## src/sv/mfa_pkg.sv

```systemverilog
// Shared types, character codes and helpers for the format-to-ASCII stream core.
// No dependencies; every other file refers to it by scoped names.
`timescale 1ns / 1ps

package mfa_pkg;

    // Character codes
    localparam logic [7:0] CH_PERCENT = 8'h25;
    localparam logic [7:0] CH_D       = 8'h64;
    localparam logic [7:0] CH_X       = 8'h78;
    localparam logic [7:0] CH_MINUS   = 8'h2D;
    localparam logic [7:0] CH_A       = 8'h61;
    localparam logic [7:0] CH_ZERO    = 8'h30;

    // Digit scratch store: ten decimal digits cover any 32-bit magnitude
    localparam int          DIGIT_DEPTH = 10;
    localparam int          CNT_W       = $clog2(DIGIT_DEPTH + 1);
    localparam int          IDX_W       = $clog2(DIGIT_DEPTH);

    // floor(x * RECIP_10 / 2^35) == floor(x / 10) for every 32-bit x
    localparam logic [31:0] RECIP_10    = 32'hCCCC_CCCD;
    localparam int          RECIP_SHIFT = 35;

    // Default depth of the command queue between front and back
    localparam int          QUEUE_DEPTH = 2;

    // Command kinds handed from the front to the back
    typedef enum logic [1:0] {
        KIND_ECHO,
        KIND_DEC,
        KIND_HEX
    } t_kind;

    typedef struct packed {
        t_kind       kind;
        logic [7:0]  ch;
        logic [31:0] arg;
    } t_cmd;

    // Queue status seen by the producer and the consumer
    typedef struct packed {
        logic full;
        logic empty;
    } t_qstat;

    // Back-end sequencer states
    typedef enum logic [2:0] {
        ST_IDLE,
        ST_SIGN,
        ST_MUL,
        ST_DIV,
        ST_HEX,
        ST_EMIT
    } t_state;

    // One digit value to its lowercase ASCII character
    function automatic logic [7:0] digit_char(input logic [3:0] d);
        if (d < 4'd10) begin
            return CH_ZERO + {4'd0, d};
        end else begin
            return CH_A + {4'd0, d} - 8'd10;
        end
    endfunction

endpackage

```

## src/sv/mfa_front.sv

```systemverilog
// Front end: accepts format bytes, tracks a held-back '%', and turns every byte but
// an opening '%' into an echo or conversion command. Depends on mfa_pkg.
`timescale 1ns / 1ps

module mfa_front (
    input  logic                i_clk,
    input  logic                i_rst_n,
    input  logic                i_accept,
    input  logic [7:0]          i_format_byte,
    input  logic [31:0]         i_argument_word,
    input  logic                i_string_end,
    output logic                o_push,
    output mfa_pkg::t_cmd       o_cmd
);

    logic r_pending;
    logic n_pending;

    // Classify the byte against the pending '%'
    always_comb begin
        o_cmd.ch   = i_format_byte;
        o_cmd.arg  = i_argument_word;
        o_cmd.kind = mfa_pkg::KIND_ECHO;
        o_push     = 1'b0;
        n_pending  = r_pending;
        if (i_accept) begin
            if (r_pending) begin
                o_push    = 1'b1;
                n_pending = 1'b0;
                if (i_format_byte == mfa_pkg::CH_D) begin
                    o_cmd.kind = mfa_pkg::KIND_DEC;
                end else if (i_format_byte == mfa_pkg::CH_X) begin
                    o_cmd.kind = mfa_pkg::KIND_HEX;
                end
            end else if (i_format_byte == mfa_pkg::CH_PERCENT) begin
                n_pending = ~i_string_end;
            end else begin
                o_push = 1'b1;
            end
            // end of string never leaves a '%' waiting
            if (i_string_end) begin
                n_pending = 1'b0;
            end
        end
    end

    always_ff @(posedge i_clk) begin
        if (!i_rst_n) begin
            r_pending <= 1'b0;
        end else begin
            r_pending <= n_pending;
        end
    end

endmodule

```

## src/sv/mfa_queue.sv

```systemverilog
// Small command queue between the front and back ends.
// Depends on mfa_pkg for the command type.
`timescale 1ns / 1ps

module mfa_queue #(
    parameter int DEPTH = mfa_pkg::QUEUE_DEPTH
) (
    input  logic                i_clk,
    input  logic                i_rst_n,
    input  logic                i_push,
    input  mfa_pkg::t_cmd       i_cmd,
    input  logic                i_pop,
    output mfa_pkg::t_cmd       o_cmd,
    output mfa_pkg::t_qstat     o_stat
);

    localparam int PTR_W = (DEPTH > 1) ? $clog2(DEPTH) : 1;
    localparam int CNT_W = $clog2(DEPTH + 1);

    mfa_pkg::t_cmd    r_mem [DEPTH];
    logic [PTR_W-1:0] r_wr_ptr;
    logic [PTR_W-1:0] r_rd_ptr;
    logic [CNT_W-1:0] r_count;
    logic             do_push;
    logic             do_pop;

    assign o_stat.full  = (r_count == CNT_W'(DEPTH));
    assign o_stat.empty = (r_count == '0);
    assign do_push      = i_push & ~o_stat.full;
    assign do_pop       = i_pop & ~o_stat.empty;
    assign o_cmd        = r_mem[r_rd_ptr];

    // Storage
    always_ff @(posedge i_clk) begin
        if (do_push) begin
            r_mem[r_wr_ptr] <= i_cmd;
        end
    end

    // Pointers and fill count
    always_ff @(posedge i_clk) begin
        if (!i_rst_n) begin
            r_wr_ptr <= '0;
            r_rd_ptr <= '0;
            r_count  <= '0;
        end else begin
            if (do_push) begin
                r_wr_ptr <= (r_wr_ptr == PTR_W'(DEPTH - 1)) ? '0 : r_wr_ptr + 1'b1;
            end
            if (do_pop) begin
                r_rd_ptr <= (r_rd_ptr == PTR_W'(DEPTH - 1)) ? '0 : r_rd_ptr + 1'b1;
            end
            if (do_push && !do_pop) begin
                r_count <= r_count + 1'b1;
            end else if (do_pop && !do_push) begin
                r_count <= r_count - 1'b1;
            end
        end
    end

`ifndef SYNTHESIS
    a_count_bound: assert property (@(posedge i_clk) disable iff (!i_rst_n)
        r_count <= CNT_W'(DEPTH))
        else $error("command queue overfilled");
`endif

endmodule

```

## src/sv/mfa_back.sv

```systemverilog
// Back end: runs echo and conversion commands, producing digits into a scratch
// store and emitting characters through an output register. Depends on mfa_pkg.
`timescale 1ns / 1ps

module mfa_back (
    input  logic                i_clk,
    input  logic                i_rst_n,
    input  mfa_pkg::t_cmd       i_cmd,
    input  mfa_pkg::t_qstat     i_qstat,
    output logic                o_pop,
    output logic                o_valid,
    input  logic                i_stall,
    output logic [7:0]          o_text_char,
    output logic                o_run_last
);

    localparam int CNT_W = mfa_pkg::CNT_W;
    localparam int IDX_W = mfa_pkg::IDX_W;

    mfa_pkg::t_state r_state;
    mfa_pkg::t_state n_state;

    logic [31:0]      r_mag;
    logic [63:0]      r_prod;
    logic [CNT_W-1:0] r_cnt;
    logic [3:0]       r_digits [mfa_pkg::DIGIT_DEPTH];
    logic             r_ovalid;
    logic [7:0]       r_char;
    logic             r_last;

    logic             slot_free;
    logic             load;
    logic [7:0]       load_char;
    logic             load_last;
    logic [28:0]      quot;
    logic [31:0]      rem;
    logic [IDX_W-1:0] wr_idx;
    logic [IDX_W-1:0] rd_idx;

    assign slot_free = ~r_ovalid | ~i_stall;
    assign quot      = r_prod[63:mfa_pkg::RECIP_SHIFT];
    assign rem       = r_mag - ({3'd0, quot} << 3) - ({3'd0, quot} << 1);
    assign wr_idx    = r_cnt[IDX_W-1:0];
    assign rd_idx    = IDX_W'(r_cnt - 1'b1);

    // Next state
    always_comb begin
        n_state = r_state;
        case (r_state)
            mfa_pkg::ST_IDLE: begin
                if (!i_qstat.empty && slot_free) begin
                    case (i_cmd.kind)
                        mfa_pkg::KIND_DEC:
                            n_state = i_cmd.arg[31] ? mfa_pkg::ST_SIGN : mfa_pkg::ST_MUL;
                        mfa_pkg::KIND_HEX: n_state = mfa_pkg::ST_HEX;
                        default:           n_state = mfa_pkg::ST_IDLE;
                    endcase
                end
            end
            mfa_pkg::ST_SIGN: begin
                if (slot_free) begin
                    n_state = mfa_pkg::ST_MUL;
                end
            end
            mfa_pkg::ST_MUL: n_state = mfa_pkg::ST_DIV;
            mfa_pkg::ST_DIV: begin
                n_state = (quot == '0) ? mfa_pkg::ST_EMIT : mfa_pkg::ST_MUL;
            end
            mfa_pkg::ST_HEX: begin
                if (r_mag[31:4] == '0) begin
                    n_state = mfa_pkg::ST_EMIT;
                end
            end
            mfa_pkg::ST_EMIT: begin
                if (slot_free && r_cnt == CNT_W'(1)) begin
                    n_state = mfa_pkg::ST_IDLE;
                end
            end
            default: n_state = mfa_pkg::ST_IDLE;
        endcase
    end

    // Control outputs: queue pop and output register load
    always_comb begin
        o_pop     = 1'b0;
        load      = 1'b0;
        load_char = i_cmd.ch;
        load_last = 1'b1;
        case (r_state)
            mfa_pkg::ST_IDLE: begin
                if (!i_qstat.empty && slot_free) begin
                    o_pop = 1'b1;
                    load  = (i_cmd.kind != mfa_pkg::KIND_DEC) &&
                            (i_cmd.kind != mfa_pkg::KIND_HEX);
                end
            end
            mfa_pkg::ST_SIGN: begin
                load      = slot_free;
                load_char = mfa_pkg::CH_MINUS;
                load_last = 1'b0;
            end
            mfa_pkg::ST_EMIT: begin
                load      = slot_free;
                load_last = (r_cnt == CNT_W'(1));
            end
            default: begin
                load = 1'b0;
            end
        endcase
    end

    // Conversion datapath
    always_ff @(posedge i_clk) begin
        case (r_state)
            mfa_pkg::ST_IDLE: begin
                r_cnt <= '0;
                if (i_cmd.kind == mfa_pkg::KIND_DEC && i_cmd.arg[31]) begin
                    r_mag <= 32'd0 - i_cmd.arg;
                end else begin
                    r_mag <= i_cmd.arg;
                end
            end
            mfa_pkg::ST_MUL: begin
                r_prod <= r_mag * mfa_pkg::RECIP_10;
            end
            mfa_pkg::ST_DIV: begin
                r_digits[wr_idx] <= rem[3:0];
                r_mag            <= {3'd0, quot};
                r_cnt            <= r_cnt + 1'b1;
            end
            mfa_pkg::ST_HEX: begin
                r_digits[wr_idx] <= r_mag[3:0];
                r_mag            <= r_mag >> 4;
                r_cnt            <= r_cnt + 1'b1;
            end
            mfa_pkg::ST_EMIT: begin
                if (slot_free) begin
                    r_cnt <= r_cnt - 1'b1;
                end
            end
            default: begin
                r_cnt <= r_cnt;
            end
        endcase
    end

    // State and output register
    always_ff @(posedge i_clk) begin
        if (!i_rst_n) begin
            r_state  <= mfa_pkg::ST_IDLE;
            r_ovalid <= 1'b0;
        end else begin
            r_state <= n_state;
            if (load) begin
                r_ovalid <= 1'b1;
            end else if (!i_stall) begin
                r_ovalid <= 1'b0;
            end
        end
    end

    // Digits are read from the store straight into the output register
    always_ff @(posedge i_clk) begin
        if (load) begin
            if (r_state == mfa_pkg::ST_EMIT) begin
                r_char <= mfa_pkg::digit_char(r_digits[rd_idx]);
            end else begin
                r_char <= load_char;
            end
            r_last <= load_last;
        end
    end

    assign o_valid     = r_ovalid;
    assign o_text_char = r_char;
    assign o_run_last  = r_last;

`ifndef SYNTHESIS
    a_emit_has_digit: assert property (@(posedge i_clk) disable iff (!i_rst_n)
        (r_state == mfa_pkg::ST_EMIT) |-> (r_cnt != '0))
        else $error("emitting with an empty digit store");

    a_digit_bound: assert property (@(posedge i_clk) disable iff (!i_rst_n)
        ((r_state == mfa_pkg::ST_DIV) || (r_state == mfa_pkg::ST_HEX)) |->
            (r_cnt < CNT_W'(mfa_pkg::DIGIT_DEPTH)))
        else $error("digit store overrun");

    a_run_closes: assert property (@(posedge i_clk) disable iff (!i_rst_n)
        (r_state == mfa_pkg::ST_EMIT && n_state == mfa_pkg::ST_IDLE) |=>
            (r_ovalid && r_last))
        else $error("conversion ended without a last character");
`endif

endmodule

```

## src/sv/mini_format_to_ascii_stream_core.sv

```systemverilog
// Echoed bytes pass through the command queue and then the output register.
// The back end sequences commands: echoes go back to back while the output is not stalled;
// %x shifts out hex digits and %d sends an optional sign, then a reciprocal multiply per digit.
// Input is taken whenever the command queue has room, so bytes stream ahead of emission.
// Reset (i_rst_n, synchronous, active low) clears pending '%', queue and sequencer.
`timescale 1ns / 1ps

module mini_format_to_ascii_stream_core #(
    parameter int QDEPTH = mfa_pkg::QUEUE_DEPTH
) (
    input  logic        i_clk,
    input  logic        i_rst_n,
    input  logic        i_valid,
    output logic        o_stall,
    input  logic [7:0]  i_format_byte,
    input  logic [31:0] i_argument_word,
    input  logic        i_string_end,
    output logic        o_valid,
    input  logic        i_stall,
    output logic [7:0]  o_text_char,
    output logic        o_run_last
);

    logic             accept;
    logic             push;
    logic             pop;
    mfa_pkg::t_cmd    push_cmd;
    mfa_pkg::t_cmd    head_cmd;
    mfa_pkg::t_qstat  qstat;

    assign o_stall = qstat.full;
    assign accept  = i_valid & ~qstat.full;

    mfa_front u_front (
        .i_clk           (i_clk),
        .i_rst_n         (i_rst_n),
        .i_accept        (accept),
        .i_format_byte   (i_format_byte),
        .i_argument_word (i_argument_word),
        .i_string_end    (i_string_end),
        .o_push          (push),
        .o_cmd           (push_cmd)
    );

    mfa_queue #(
        .DEPTH (QDEPTH)
    ) u_queue (
        .i_clk   (i_clk),
        .i_rst_n (i_rst_n),
        .i_push  (push),
        .i_cmd   (push_cmd),
        .i_pop   (pop),
        .o_cmd   (head_cmd),
        .o_stat  (qstat)
    );

    mfa_back u_back (
        .i_clk       (i_clk),
        .i_rst_n     (i_rst_n),
        .i_cmd       (head_cmd),
        .i_qstat     (qstat),
        .o_pop       (pop),
        .o_valid     (o_valid),
        .i_stall     (i_stall),
        .o_text_char (o_text_char),
        .o_run_last  (o_run_last)
    );

endmodule

```

## config.mk

```make
export PLATFORM = sky130hd
export DESIGN_NAME = mini_format_to_ascii_stream_core
export DESIGN_NICKNAME = d
export VERILOG_FILES = /design/src/sv/mfa_pkg.sv /design/src/sv/mfa_front.sv /design/src/sv/mfa_queue.sv /design/src/sv/mfa_back.sv /design/src/sv/mini_format_to_ascii_stream_core.sv
export SDC_FILE = /design/constraint.sdc
export NUM_CORES = 1
export LEC_CHECK = 0
export BUFFER_PORTS_ARGS = -buffer_cell sky130_fd_sc_hd__buf_2
export CAP_MARGIN = 10
export CORE_AREA = 2 2 279 198
export DETAILED_ROUTE_END_ITERATION = 16
export DIE_AREA = 0 0 281 200
export GPL_ROUTABILITY_DRIVEN = 0
export GPL_TIMING_DRIVEN = 0
export PLACE_DENSITY = 0.66
export SLEW_MARGIN = 40
export SYNTH_ARGS = -nofsm -noshare
export SYNTH_HDL_FRONTEND = slang
export SYNTH_SLANG_ARGS = --single-unit
```

## constraint.sdc

```tcl
create_clock -name i_clk -period 6.3 [get_ports i_clk]
set_input_delay 0.63 -clock i_clk [delete_from_list [all_inputs] [get_ports i_clk]]
set_output_delay 0.63 -clock i_clk [all_outputs]
set_load 0.005 [all_outputs]
```

==> flow_summary.ini <==
[status]
status = finished, violations left
violations = negative setup slack

[sta]
clock.fmax_mhz = 140
worst_slew_pin_slew_ps = 784
finalMaxSlewViolations = 0
slew_headroom = 0.476
setup_ws_ps = -840
setup_viol = 29
finalHoldViolations = 0
skew_ps = 7.27
tns_ps = -18260
rsz0062_at_grt = true
post-route-period-util = 1.13
min_period_ps = 7140

[worst_setup_path]
worstReg2RegStart = u_back.r_mag[17]$_DFFE_PP_
worst-r2r-setup-slack_ps = -840
slowest_stage = fa_2
max_stage_delay_ps = 590
startpoint_type = flop
cp-end-kind = flop
crit_required_ps = 6630
critPathArrivalTime_ps = 7470
critPathKind = flop to flop
crit_family = adder cells
reg2regPathDepth = 23
critPathBufInv = 6
timing.rr.end = u_back.r_prod[48]$_DFFE_PN_
cp_common_cell = fa_1
cp_max_fo = 4
cp_cell_sequence = buf_6 > inv_4 > ha_4 > clkinvlp_4 > fa_1 > inv_2 > fa_1 > inv_2 > fa_1 > inv_2 > fa_2 > fa_1 > fa_1 > fa_2 > ha_4 > and3_4 > nand2_4 > nor4_4 > nand2_1 > and4bb_4 > a2111oi_4 > o221a_1 > xor2_1

[route]
drc = 0
drt_iter0_markers = 1918
viasPerCell = 5.51
firstDrtPassIters = 6
via_count = 18800
totalWireLength_um = 76500
ant_nets = 0
avgRoutedWirePerCell_um = 22.4

[placement]
io_buffer_count = 54
placed_area_mm2 = 0.0282
dp_hpwl_um = 60800

[layout]
final_layout_size_suffix_gt1_frac = 0.200
final_area_mm2 = 0.0315
syn_to_final_growth_pct = 18.5
num-nets-final = 3476

[min_path]
hp-start = i_argument_word[29]
hold_end = u_queue.r_mem[1][29]$_DFFE_PP_
holdPathStages = 1
hold_class = input pin to flop

[global_route]
grtUsageTotal = 0.282
overflow = 0
grt_pass1_vias = 20300
antenna_found_initial = 2
grt_pass1_wl_um = 118000
grt_max_degree = 43

[floorplan]
die_area_mm2 = 0.0562
die_y_um = 200
coreArea_mm2 = 0.0534
die_width_um = 281
rows = 71
io_pins = 56
start_util = 0.498

[clocking]
cts_max_level = 1
root_buffer = clkbuf_16
cts_tree = yes
cts_hold_buf = 0
clk_pin_slew_ps = 60
cts.sinks = 208
cts-buffers-inserted = 21
clock_latency_ps = 500
cts_max_path_buffers = 3

[logic_synthesis]
synth_top_area_frac = 0.291
yosysWarnings = 0
synth_edf_count = 198
async_reset_ff_frac = 0
synth_nets = 3233
synth_area_per_cell_um2 = 10.9
synth_cells = 2427
syn_area_mm2 = 0.0266
yosysUniqueCellTypes = 86
ys_seq_area_frac = 0.231
synth_top_area_cell = fa_1
synthTopCellsByArea = fa_1, edfxtp_1, ha_1, inv_1, xnor2_1
yosys_most_used_dff = edfxtp_1
synth_seq_cells = 208

[flow_run]
drv_cap = 0
[synthesized netlist by cell type (all sizes together) (5+ instances only)]
| cell | count |
|---|---|
| inv | 615 |
| fa | 386 |
| ha | 375 |
| edfxtp | 198 |
| a21oi | 90 |
| nand2 | 79 |
| o21ai | 67 |
| xnor2 | 57 |
| xor2 | 55 |
| a21o | 54 |
| nor2 | 46 |
| mux2i | 44 |
| clkbuf | 30 |
| a22oi | 29 |
| and2 | 29 |
| nor3 | 20 |
| nand3 | 19 |
| nor2b | 18 |
| and3 | 15 |
| buf | 13 |
| nand4 | 13 |
| nor3b | 13 |
| nor4 | 11 |
| dfxtp | 10 |
| nand2b | 10 |
| a211oi | 9 |
| a221oi | 9 |
| mux4 | 8 |
| a31oi | 7 |
| mux2 | 6 |
| nand3b | 6 |
| o211ai | 6 |
| o21bai | 6 |
| o22ai | 6 |
| or2 | 6 |
| a2111oi | 5 |
| or3 | 5 |
[routing by layer]
metal | share of wire | routed length (um) | GRT usage | up-vias
li1 | - | - | - | 8426
met1 | 0.43 | 32900 | 0.395 | 9393
met2 | 0.41 | 31600 | 0.409 | 895
met3 | 0.14 | 10800 | 0.122 | 105
met4 | 0.016 | 1250 | 0.0521 | 2
met5 | 0.00017 | 13 | 0 | -
[state kept, by name, indices dropped and copies added, names as in the netlist, named ones only]
name and count:
u_queue.r_count 2, u_back.r_cnt 4, u_queue.r_mem 84, u_back.r_state 3, u_queue.r_rd_ptr 1, u_back.o_valid 1, u_back.r_prod 29, u_back.r_mag 32
u_back.r_digits 40, u_queue.r_wr_ptr 1, u_back.o_run_last 1, u_back.o_text_char 8, u_front.r_pending 1
[placed cells by master (no fill, tap or decap), drive strengths merged, types with 9 or more instances in the layout]
cell type  Yosys  routed
ha           375     375
mux2i         44      44
o21ai         67      67
nor2          46      46
nand3         19      19
nand2b        10      10
inv          615     608
clkbuf        30      54
nor3b         13      13
nor2b         18      18
nor3          20      20
dfxtp         10      10
a21oi         90      90
a21o          54      54
xnor2         57      57
fa           386     386
a211oi         9       9
a22oi         29      29
clkinvlp       0       9
and3          15      15
a221oi         9       9
and2          29      29
nor4          11      11
nand2         79      79
buf           13     236
edfxtp       198     198
nand4         13      13
xor2          55      55
[worst reg2reg max path, delay by kind of cell (launching register included)]
kind	cells	cell delay, ps
compound gates	2	610
xor+xnor	1	220
fa+ha+maj	9	4190
buf+inv	6	500
flops	1	500
simple gates	5	940
[layout make-up]
class	count	area [um2]
Antenna cell	2	5.00
Buffer	43	282
Clock buffer	27	578
Clock inverter	11	136
Fill cell	4276	21900
Inverter	615	2340
Multi-Input combinational cell	1561	19400
Sequential cell	208	6150
Tap cell	730	913
Timing Repair Buffer	220	1710
[cell families after synthesis]
family          count (synthesis)  synth area share
compound gates                332            0.0832
xor+xnor                      112            0.0372
fa+ha+maj                     761             0.468
buf+inv                       658            0.0943
flops                         208             0.231
mux                            58            0.0262
simple gates                  298            0.0602
[worst max-delay path by stage]
stage                                    start                     endpoint  slack, ps  depth (start not counted)
finish              u_back.r_mag[17]$_DFFE_PP_  u_back.r_prod[48]$_DFFE_PN_       -840                         23
global route        u_back.r_mag[23]$_DFFE_PP_  u_back.r_prod[60]$_DFFE_PN_       -990                         23
CTS                 u_back.r_mag[20]$_DFFE_PP_  u_back.r_prod[48]$_DFFE_PN_       -740                         24
floorplan           u_back.r_mag[10]$_DFFE_PP_  u_back.r_prod[60]$_DFFE_PN_       -130                         22
detailed placement  u_back.r_mag[16]$_DFFE_PP_  u_back.r_prod[51]$_DFFE_PN_      -1590                         23
global placement    u_back.r_mag[16]$_DFFE_PP_  u_back.r_prod[55]$_DFFE_PN_      -1580                         23
[stage by stage]
step / setup WS, ps / utilization / hold WS (ps) / instances
CTS: -742 / 0.580 / 292 / 3387
global route: -985 / 0.590 / 304 / 3415
detailed placement: -1590 / 0.527 / 534 / 3216
finish: -840 / 0.590 / 313 / 3417
floorplan: -129 / - / 473 / 2427
global placement: -1580 / 0.526 / 485 / 3211
[timing repair]
| item | CTS | global route |
|---|---|---|
| setup buffers | 133 | 28 |
| endpoints found under the hold margin | 0 | 0 |
| setup endpoints to repair | 29 | 29 |
| pin swaps | 101 | 64 |
| resized for setup | 223 | 71 |
Power is not shown: default switching activity piles up to over one toggle a cycle in this logic, so the estimate is an artifact.
